`src/design/micc_pkg.sv`:
```
`timescale 1ns / 1ps
// ----------------------------------------------------------------------------
// micc_pkg
// Shared types and constants for the magic index collision checker.
// ----------------------------------------------------------------------------
package micc_pkg;

    localparam int WORD_W    = 64;
    localparam int HALF_W    = 32;
    localparam int OUT_IDX_W = 12;
    localparam int CNT_W     = 13;
    localparam int SHIFT_W   = 6;
    localparam int EPOCH_W   = 8;
    localparam int CFG_IDX_W = 1;

    localparam logic [CNT_W-1:0]   CNT_MAX     = '1;
    localparam logic [SHIFT_W-1:0] SHIFT_RESET = 6'd52;

    localparam logic CMD_BEGIN = 1'b0;
    localparam logic CMD_CHECK = 1'b1;

    localparam logic [CFG_IDX_W-1:0] REG_MAGIC = 1'b0;
    localparam logic [CFG_IDX_W-1:0] REG_SHIFT = 1'b1;

    typedef enum logic [2:0] {
        ST_STORED       = 3'd0,
        ST_CONSTRUCTIVE = 3'd1,
        ST_DESTRUCTIVE  = 3'd2,
        ST_IGNORED      = 3'd3,
        ST_BEGUN        = 3'd4
    } t_status;

    typedef enum logic [2:0] {
        S_CLEAR,
        S_IDLE,
        S_MUL,
        S_IDX,
        S_READ,
        S_EVAL
    } t_state;

    // controller -> datapath
    typedef struct packed {
        logic load_in;
        logic mul;
        logic idx;
        logic eval;
        logic clr_step;
    } t_dp_cmd;

    // datapath -> controller
    typedef struct packed {
        logic in_check;
        logic failed;
        logic is_begin;
        logic epoch_full;
        logic clr_done;
    } t_dp_stat;

endpackage

```
`src/design/micc_ctrl.sv`:
```
`timescale 1ns / 1ps
// ----------------------------------------------------------------------------
// micc_ctrl
// Sequencer: clearing pass, request intake, multiply/index/read/evaluate steps.
// ----------------------------------------------------------------------------
module micc_ctrl
    import micc_pkg::*;
(
    input  logic     i_clk,
    input  logic     i_rst_n,
    input  logic     i_in_valid,
    output logic     o_in_ready,
    output logic     o_out_valid,
    input  logic     i_out_ready,
    input  t_dp_stat i_stat,
    output t_dp_cmd  o_cmd
);

    t_state r_state, n_state;
    logic   r_out_valid, n_out_valid;
    logic   w_out_free;

    assign w_out_free = !r_out_valid || i_out_ready;

    // next state
    always_comb begin
        n_state = r_state;
        unique case (r_state)
            S_CLEAR: begin
                if (i_stat.clr_done) begin
                    n_state = S_IDLE;
                end
            end
            S_IDLE: begin
                if (i_in_valid) begin
                    n_state = (i_stat.in_check && !i_stat.failed) ? S_MUL : S_EVAL;
                end
            end
            S_MUL:  n_state = S_IDX;
            S_IDX:  n_state = S_READ;
            S_READ: n_state = S_EVAL;
            S_EVAL: begin
                if (w_out_free) begin
                    n_state = (i_stat.is_begin && i_stat.epoch_full) ? S_CLEAR : S_IDLE;
                end
            end
            default: n_state = S_IDLE;
        endcase
    end

    // outputs
    always_comb begin
        o_cmd      = '0;
        o_in_ready = 1'b0;
        unique case (r_state)
            S_CLEAR: o_cmd.clr_step = 1'b1;
            S_IDLE: begin
                o_in_ready    = 1'b1;
                o_cmd.load_in = i_in_valid;
            end
            S_MUL:   o_cmd.mul  = 1'b1;
            S_IDX:   o_cmd.idx  = 1'b1;
            S_READ:  o_cmd      = '0;
            S_EVAL:  o_cmd.eval = w_out_free;
            default: o_cmd      = '0;
        endcase
    end

    always_comb begin
        if (o_cmd.eval) begin
            n_out_valid = 1'b1;
        end else if (i_out_ready) begin
            n_out_valid = 1'b0;
        end else begin
            n_out_valid = r_out_valid;
        end
    end

    always_ff @(posedge i_clk) begin
        if (!i_rst_n) begin
            r_state     <= S_CLEAR;
            r_out_valid <= 1'b0;
        end else begin
            r_state     <= n_state;
            r_out_valid <= n_out_valid;
        end
    end

    assign o_out_valid = r_out_valid;

endmodule

```
`config.mk`:
```
export PLATFORM = sky130hd
export DESIGN_NAME = micc_ctrl
export DESIGN_NICKNAME = d
export VERILOG_FILES = /design/src/design/micc_pkg.sv /design/src/design/micc_ctrl.sv
export SDC_FILE = /design/constraint.sdc
export NUM_CORES = 1
export LEC_CHECK = 0
export ABC_AREA = 1
export ABC_CLOCK_PERIOD_IN_PS = 2500
export BUFFER_PORTS_ARGS = -buffer_cell sky130_fd_sc_hd__buf_4
export CAP_MARGIN = 20
export CORE_AREA = 2 2 39 41
export CTS_CLUSTER_DIAMETER = 80
export DETAILED_ROUTE_END_ITERATION = 6
export DIE_AREA = 0 0 41 43
export GPL_TIMING_DRIVEN = 0
export PLACE_DENSITY_LB_ADDON = 0.25
export SLEW_MARGIN = 25
export SYNTH_ARGS = -nofsm -noshare
export SYNTH_HDL_FRONTEND = slang
export SYNTH_SLANG_ARGS = --single-unit
```
`constraint.sdc`:
```
create_clock -name i_clk -period 2.5 [get_ports i_clk]
set_input_delay 0.25 -clock i_clk [delete_from_list [all_inputs] [get_ports i_clk]]
set_output_delay 0.25 -clock i_clk [all_outputs]
set_load 0.02 [all_outputs]
```
# [Word level (Yosys, flattened, before mapping)]
# Cells that the tools add are included.
[classes] addsub=0 n_bitwise=0 n_reduce_logical=8 shifts=0 eq_ne=8 n_lt_le_gt_ge=0 n_mul=0 muxes=14 div=0
[op_table] op="3-bit case mux with 6 select lines" count=1
[op_table] op="3-bit 2-to-1 mux" count=4
[op_table] op="1-bit 2-to-1 mux" count=9
[op_table] op="3-bit by 2-bit == test with 1-bit output, second input constant" count=2
[op_table] op="3-bit == test, second input constant" count=2
[op_table] op="2-bit inequality test, second input constant" count=3
[op_table] op="3-bit by 1-bit == test with 1-bit output, second input constant" count=1
[op_table] op="3-bit logical NOT" count=1
[op_table] op="3-bit AND reduction" count=1
[op_table] op="1-bit logical AND" count=2
[op_table] op="1-bit logical NOT" count=2
[op_table] op="2-bit nonzero test" count=1
[op_table] op="1-bit logical OR" count=1
[word_totals] ramBits=0 mem_bits_ro=0 latchBits=0 inputBits=9 n_memories=0 ff_bits=4 output_inout_bits=7

# [Longest topological paths before layout]
# Gate-level depths: netlist (run 1).
[depth] depth_word=5 ltp_mapped=7 depth_no_buf=7

# [Least setup slack after synthesis (run 1)]
# Ideal clock, no wire load.
[synth_path] path_kind="reg2out" startpoint="register r_state[0]" endpoint="output port o_cmd[4] (netlist bit)" path_slack_ns=1.284 arrival_time_ns=0.966 required_time_ns=2.250 n_path_buf=0 stages_incl_launch_ff=3 cell_sequence="dfxtp_1 nand2_4 nor3_1"
[synth_lines] item="start, declared" line_no="micc_ctrl.sv:19" text="t_state r_state, n_state;"
[synth_lines] item="start signal, assigned" line_no="micc_ctrl.sv:84" text="r_state <= n_state;"
[synth_lines] item="end, declared" line_no="micc_ctrl.sv:16" text="output t_dp_cmd o_cmd"

==> impl_results.md, run 1 <==
* Layout cell share with drive strength beyond 1 at 0.4242
* Post-DP HPWL at 568.2 um
* Reg2Reg Setup Slack at 1.43 ns
* Vias in the first global route at 316
* Hold EP: o_out_valid
* CP Capture Type: output port
* Setup_tns at 0 ns
* Fill count at 166
* Placement Cell Area at 426.7 um^2
* Core Box Area at 0.001384 mm^2
* Post-route ant nets at 0
* Setup violators final at 0
* Synth area leader: dfxtp_1
* Area growth, synth to finish at 52.77%
* Max Clk Rate at 663.0 MHz
* First-pass GRT wire length at 1145 um
* I/O pin cnt at 16
* Mapped cell area at 294.0 um^2
* Max FO, Critical Path at 7
* Slew @ Worst Pin at 0.2778 ns
* Rows at 14
* Fin Clk Skew at 0.001546 ns
* Pre-CTS WS at 1.202 ns
* Grt ovf at 0
* Cell Count, Final, Fillers Out at 82
* Residual DRC at 0
* Top cell type's share of synthesized area at 0.2723
* 1st-pass router iterations at 4
* Via count at 336
* Synth area leaders: dfxtp_1, nand2_1, nor2_1
* Clk_lat worst skew at 0.23 ns
* CTS tree: built
* Synth async-reset ratio at 0
* Period minus WS final at 1.508 ns
* Seq/Total Area, Yosys at 0.2723
* Period utilisation layout at 0.6033
* Post-CTS setup buffers at 0
* Die width at 41 um
* NumNets Final at 77
* Final Hold Fails at 0
* Largest net degree at the start of global routing at 8
* Rel. slew slack at 0.8145
* Synthesized flop and latch total at 4
* Reg2reg start: r_state[2]
* Mapped Cells at 48
* Vert. Die Dim at 43 um
* RSZ-0062 raised after global routing: no
* Cell Count Post-Placement at 79
* Starting Density at 0.2125
* Reg-to-Reg End: r_state[0]
* Root buffer cell: clkbuf_4
* Diodes inserted at 0
* Clk buf depth at 2
* Clock H-tree levels at 1
* Primary FF master, synth: dfxtp_1
* CTS Buf Count at 3
* Via-per-instance ratio at 4.098
* Power per cell area at 528.3 mW/mm^2
* Reg2Reg Depth at 5
* Status: finished, final reports clean
* Global placement routability congestion at 0.7089
* Max-cap viol count at 0
* Routed wire length at 688 um
* Req. time, crit path at 2.25 ns
* Slack of the critical path at 0.9918 ns
* Peak VDD IR at 0.2072 mV
* Min-delay src: i_rst_n
* Hold slack at 0.2479 ns
* Final Max Tran Viols at 0
* I/O Buffers at 15
* Syn Area/Cell at 6.126 um^2
* Ys Warns at 0
* WS Path Type: reg2out
* Cell depth of the worst min-delay path at 2
* Cell variety after synth at 16
* Final instance area at 449.2 um^2
* Die area at 0.001763 mm^2
* Clock slew at reported path FFs at 0.04 ns
* Util after Layout at 0.3246
* GRT Overall Usage at 0.09438
* Total power at 0.2373 mW
* Cts hold-fix bufs at 0
* Startpoint types: register
* CTS resizes at 0
* Post-synth EDFFs at 0
* Routed length per placed instance at 8.390 um
* Sink Count at 4
* Initial antenna violation count at 0
* Starting DRT DRC Count at 4
* Syn_nets at 57
* Hold WC Path Type: in2reg
* Leak Pwr at 0.2323 nW
* Worst path arrival time at 1.26 ns
[how the worst max path moves through the flow]
stage	startpoint	to	slack [ns]	cells past startpoint
floorplan	r_state[0]	o_cmd[4]	1.28	2
global placement	r_state[2]	o_cmd[1]	1.23	4
detailed placement	r_state[2]	o_cmd[1]	1.20	4
CTS	r_state[2]	o_cmd[1]	0.95	4
global route	r_state[2]	o_cmd[1]	0.91	4
finish	r_state[2]	o_cmd[1]	0.99	4
[worst max-delay path: stages, from the launching register on]
cell and delay, ns:
dfxtp_1 0.47, inv_2 0.11, nor3_1 0.20, buf_4 0.13
buf_4 0.12
[synth_stat cells, types with 2 or more instances]
| master | instances |
|---|---|
| nor2_2 | 3 |
| nor3_1 | 4 |
| inv_2 | 3 |
| nor2_1 | 8 |
| nand2_1 | 11 |
| dfxtp_1 | 4 |
| a21oi_1 | 2 |
| inv_1 | 5 |
[kinds of logic (layout without fill, tap and decap cells)]
group	after synthesis	count (layout)	synth area share
and+or+nand+nor	30	30	0.5021
buffers and inverters	9	27	0.1277
AOI/OAI and AO/OA	5	5	0.09788
DFF	4	4	0.2724
[power breakdown]
| group | switching [mW] | leakage [nW] | internal [mW] |
|---|---|---|---|
| registers | 0.00839 | 0.0327 | 0.0689 |
| clock network | 0.0230 | 0.0138 | 0.0535 |
| logic | 0.0458 | 0.186 | 0.0378 |
[layer usage]
metal / track usage / wire, um
met4: 0.06000 / 0
met5: 0 / 0
met2: 0.1344 / 344
met1: 0.1254 / 313
met3: 0.01571 / 31
[registers in the layout, summed over array words and instances (netlist names)]
name and cells:
o_out_valid 1, r_state 3
[area by class of cell]
type | instances | area (um^2) | area share
Timing Repair Buffer | 15 | 112.6 | 0.2507
Tap cell | 16 | 20.02 | 0.04457
Buffer | 1 | 7.507 | 0.01671
Clock buffer | 3 | 22.52 | 0.05014
Inverter | 8 | 30.03 | 0.06685
Multi-Input combinational cell | 35 | 176.4 | 0.3928
Sequential cell | 4 | 80.08 | 0.1783
[layout by cell type (no fill, tap or decap), types with 2 or more instances in the layout]
cell type	n
inv_1	5
nor2_1	8
buf_4	16
nand2_1	11
clkbuf_4	3
nor2_2	3
dfxtp_1	4
nor3_1	4
inv_2	3
a21oi_1	2
No activity file was read; power rests on OpenSTA's default activity.
==> run 2, diff against run 1 <==
--- a/config.mk
+++ b/config.mk
@@ -6,7 +6,7 @@
 export NUM_CORES = 1
 export LEC_CHECK = 0
 export ABC_AREA = 1
-export ABC_CLOCK_PERIOD_IN_PS = 2500
+export ABC_CLOCK_PERIOD_IN_PS = 1300
 export BUFFER_PORTS_ARGS = -buffer_cell sky130_fd_sc_hd__buf_4
 export CAP_MARGIN = 20
 export CORE_AREA = 2 2 39 41
==> constraint.sdc (replaced) <==
create_clock -name i_clk -period 1.3 [get_ports i_clk]
set_input_delay 0.13 -clock i_clk [delete_from_list [all_inputs] [get_ports i_clk]]
set_output_delay 0.13 -clock i_clk [all_outputs]
set_load 0.02 [all_outputs]
==> impl_results.md, run 2 (same netlist as run 1, synthesis figures left out) <==
* Clock share of power at 0.319
* Pre-CTS WS at 0.1223 ns
* Total power at 0.4607 mW
* Vias in the first global route at 316
* Util after Layout at 0.3336
* Reg2Reg Depth at 7
* Hold WC Path Type: in2reg
* Starting Density at 0.2125
* 1st-pass router iterations at 4
* Residual DRC at 0
* Clock H-tree levels at 1
* Core Box Area at 0.001384 mm^2
* Min-delay src: i_rst_n
* RSZ-0062 raised after global routing: no
* Period utilisation layout at 0.9701
* Slack of the critical path at 0.03883 ns
* Critical path origin: r_state[1]
* Vert. Die Dim at 43 um
* Fin Clk Skew at 0.001669 ns
* Clk buf depth at 2
* Status: finished, final reports clean
* Final Hold Fails at 0
* Req. time, crit path at 1.17 ns
* Via count at 342
* Via-per-instance ratio at 4.171
* I/O Buffers at 15
* Peak VDD IR at 0.3966 mV
* Clock slew at reported path FFs at 0.04 ns
* Rows at 14
* Routed length per placed instance at 8.549 um
* Die width at 41 um
* Reg2reg start: r_state[1]
* WS Path Type: reg2out
* Reg-to-Reg End: r_state[0]
* First-pass GRT wire length at 1145 um
* Setup_tns at 0 ns
* Final instance area at 461.7 um^2
* Leak Pwr at 0.2330 nW
* Switching Share at 0.3274
* Die area at 0.001763 mm^2
* Starting DRT DRC Count at 5
* Cell depth of the worst min-delay path at 2
* Most frequent cells in the layout: buf_4, nand2_1, nor2_1
* Max FO, Critical Path at 5
* Setup violators final at 0
* Share of power burned in registers at 0.326
* Post-route ant nets at 0
* Startpoint types: register
* CP Capture Type: output port
* Root buffer cell: clkbuf_4
* Sink Count at 4
* Period minus WS final at 1.261 ns
* Clk_lat worst skew at 0.23 ns
* CTS tree: built
* Cts hold-fix bufs at 0
* Rel. slew slack at 0.8683
* Diodes inserted at 0
* NumNets Final at 77
* Commonest non-fill, non-tap cell in the layout: buf_4
* Grt ovf at 0
* Global placement routability congestion at 0.7089
* Max reg flops at 3
* Largest register by flop count: r_state
* Post-DP HPWL at 568.2 um
* Slew @ Worst Pin at 0.1973 ns
* Routed wire length at 701 um
* Hold EP: o_out_valid
* Layout cell share with drive strength beyond 1 at 0.4848
* GRT Overall Usage at 0.09438
* Logic gate share of total power at 0.355
* Reg2Reg Setup Slack at 0.26 ns
* Internal power at 0.3099 mW
* Placement Cell Area at 426.7 um^2
* Max-cap viol count at 0
* Net Sw Power at 0.1509 mW
* Area growth, synth to finish at 57.02%
* Max Clk Rate at 792.9 MHz
* Fill count at 169
* Power per cell area at 997.9 mW/mm^2
* Final Max Tran Viols at 0
* Largest net degree at the start of global routing at 8
* CTS Buf Count at 3
* Worst path arrival time at 1.13 ns
* I/O pin cnt at 16
* Initial antenna violation count at 0
run 2: changes by cell type in the layout (fill, tap and decap cells not counted):
cell,delta
nor2_1,-1
nor3_2,+1
dfxtp_2,+1
nor3_1,-1
dfxtp_1,-2
nor2_2,+1
dfxtp_4,+1
run 2: power groups by stage:
stage	Combinational, mW	Sequential (mW)	Clock [mW]
after global placement	0.163	0.151	0
after global routing	0.182	0.152	0.162
final	0.163	0.150	0.147
after CTS	0.166	0.150	0.159
after detailed placement	0.163	0.151	0
after floorplan	0.105	0.148	0
run 2: worst max-delay path, cell delays in order (launching register included):
cell,delay (ns)
dfxtp_1,0.35
inv_2,0.09
nand2_4,0.07
nor3_2,0.15
buf_4,0.12
buf_4,0.12
run 2: what timing repair did:
action | CTS | global route
endpoints found under the setup margin | 2 | 1
gates cloned | 0 | 0
buffers inserted | 0 | 0
resized for setup | 4 | 1
run 2: metal layers:
| metal | wire [um] | global-route usage |
|---|---|---|
| met1 | 316 | 0.1254 |
| met2 | 351 | 0.1344 |
| met3 | 33 | 0.01571 |
| met4 | 0 | 0.06000 |
| met5 | 0 | 0 |
run 2: per-stage QoR:
stage	instances	hold slack, ns
finish	82	0.1287
global route	82	0.1396
CTS	82	0.1230
detailed placement	79	0.3682
global placement	79	0.3662
floorplan	48	0.2475
run 2: final cells by class:
cell class,count,area [um^2],area share
Buffer,1,7.507,0.01626
Clock buffer,3,22.52,0.04878
Tap cell,16,20.02,0.04336
Inverter,8,30.03,0.06504
Timing Repair Buffer,15,112.6,0.2439
Multi-Input combinational cell,35,183.9,0.3984
Sequential cell,4,85.08,0.1843
run 2: worst max path at each step:
| stage | end | slack, ns |
|---|---|---|
| after floorplan | r_state[1] | 0.16 |
| after global placement | o_cmd[1] | 0.15 |
| after detailed placement | o_cmd[1] | 0.12 |
| after CTS | o_cmd[1] | 0.03 |
| after global routing | o_cmd[1] | 0.0005 |
| final | o_cmd[1] | 0.04 |
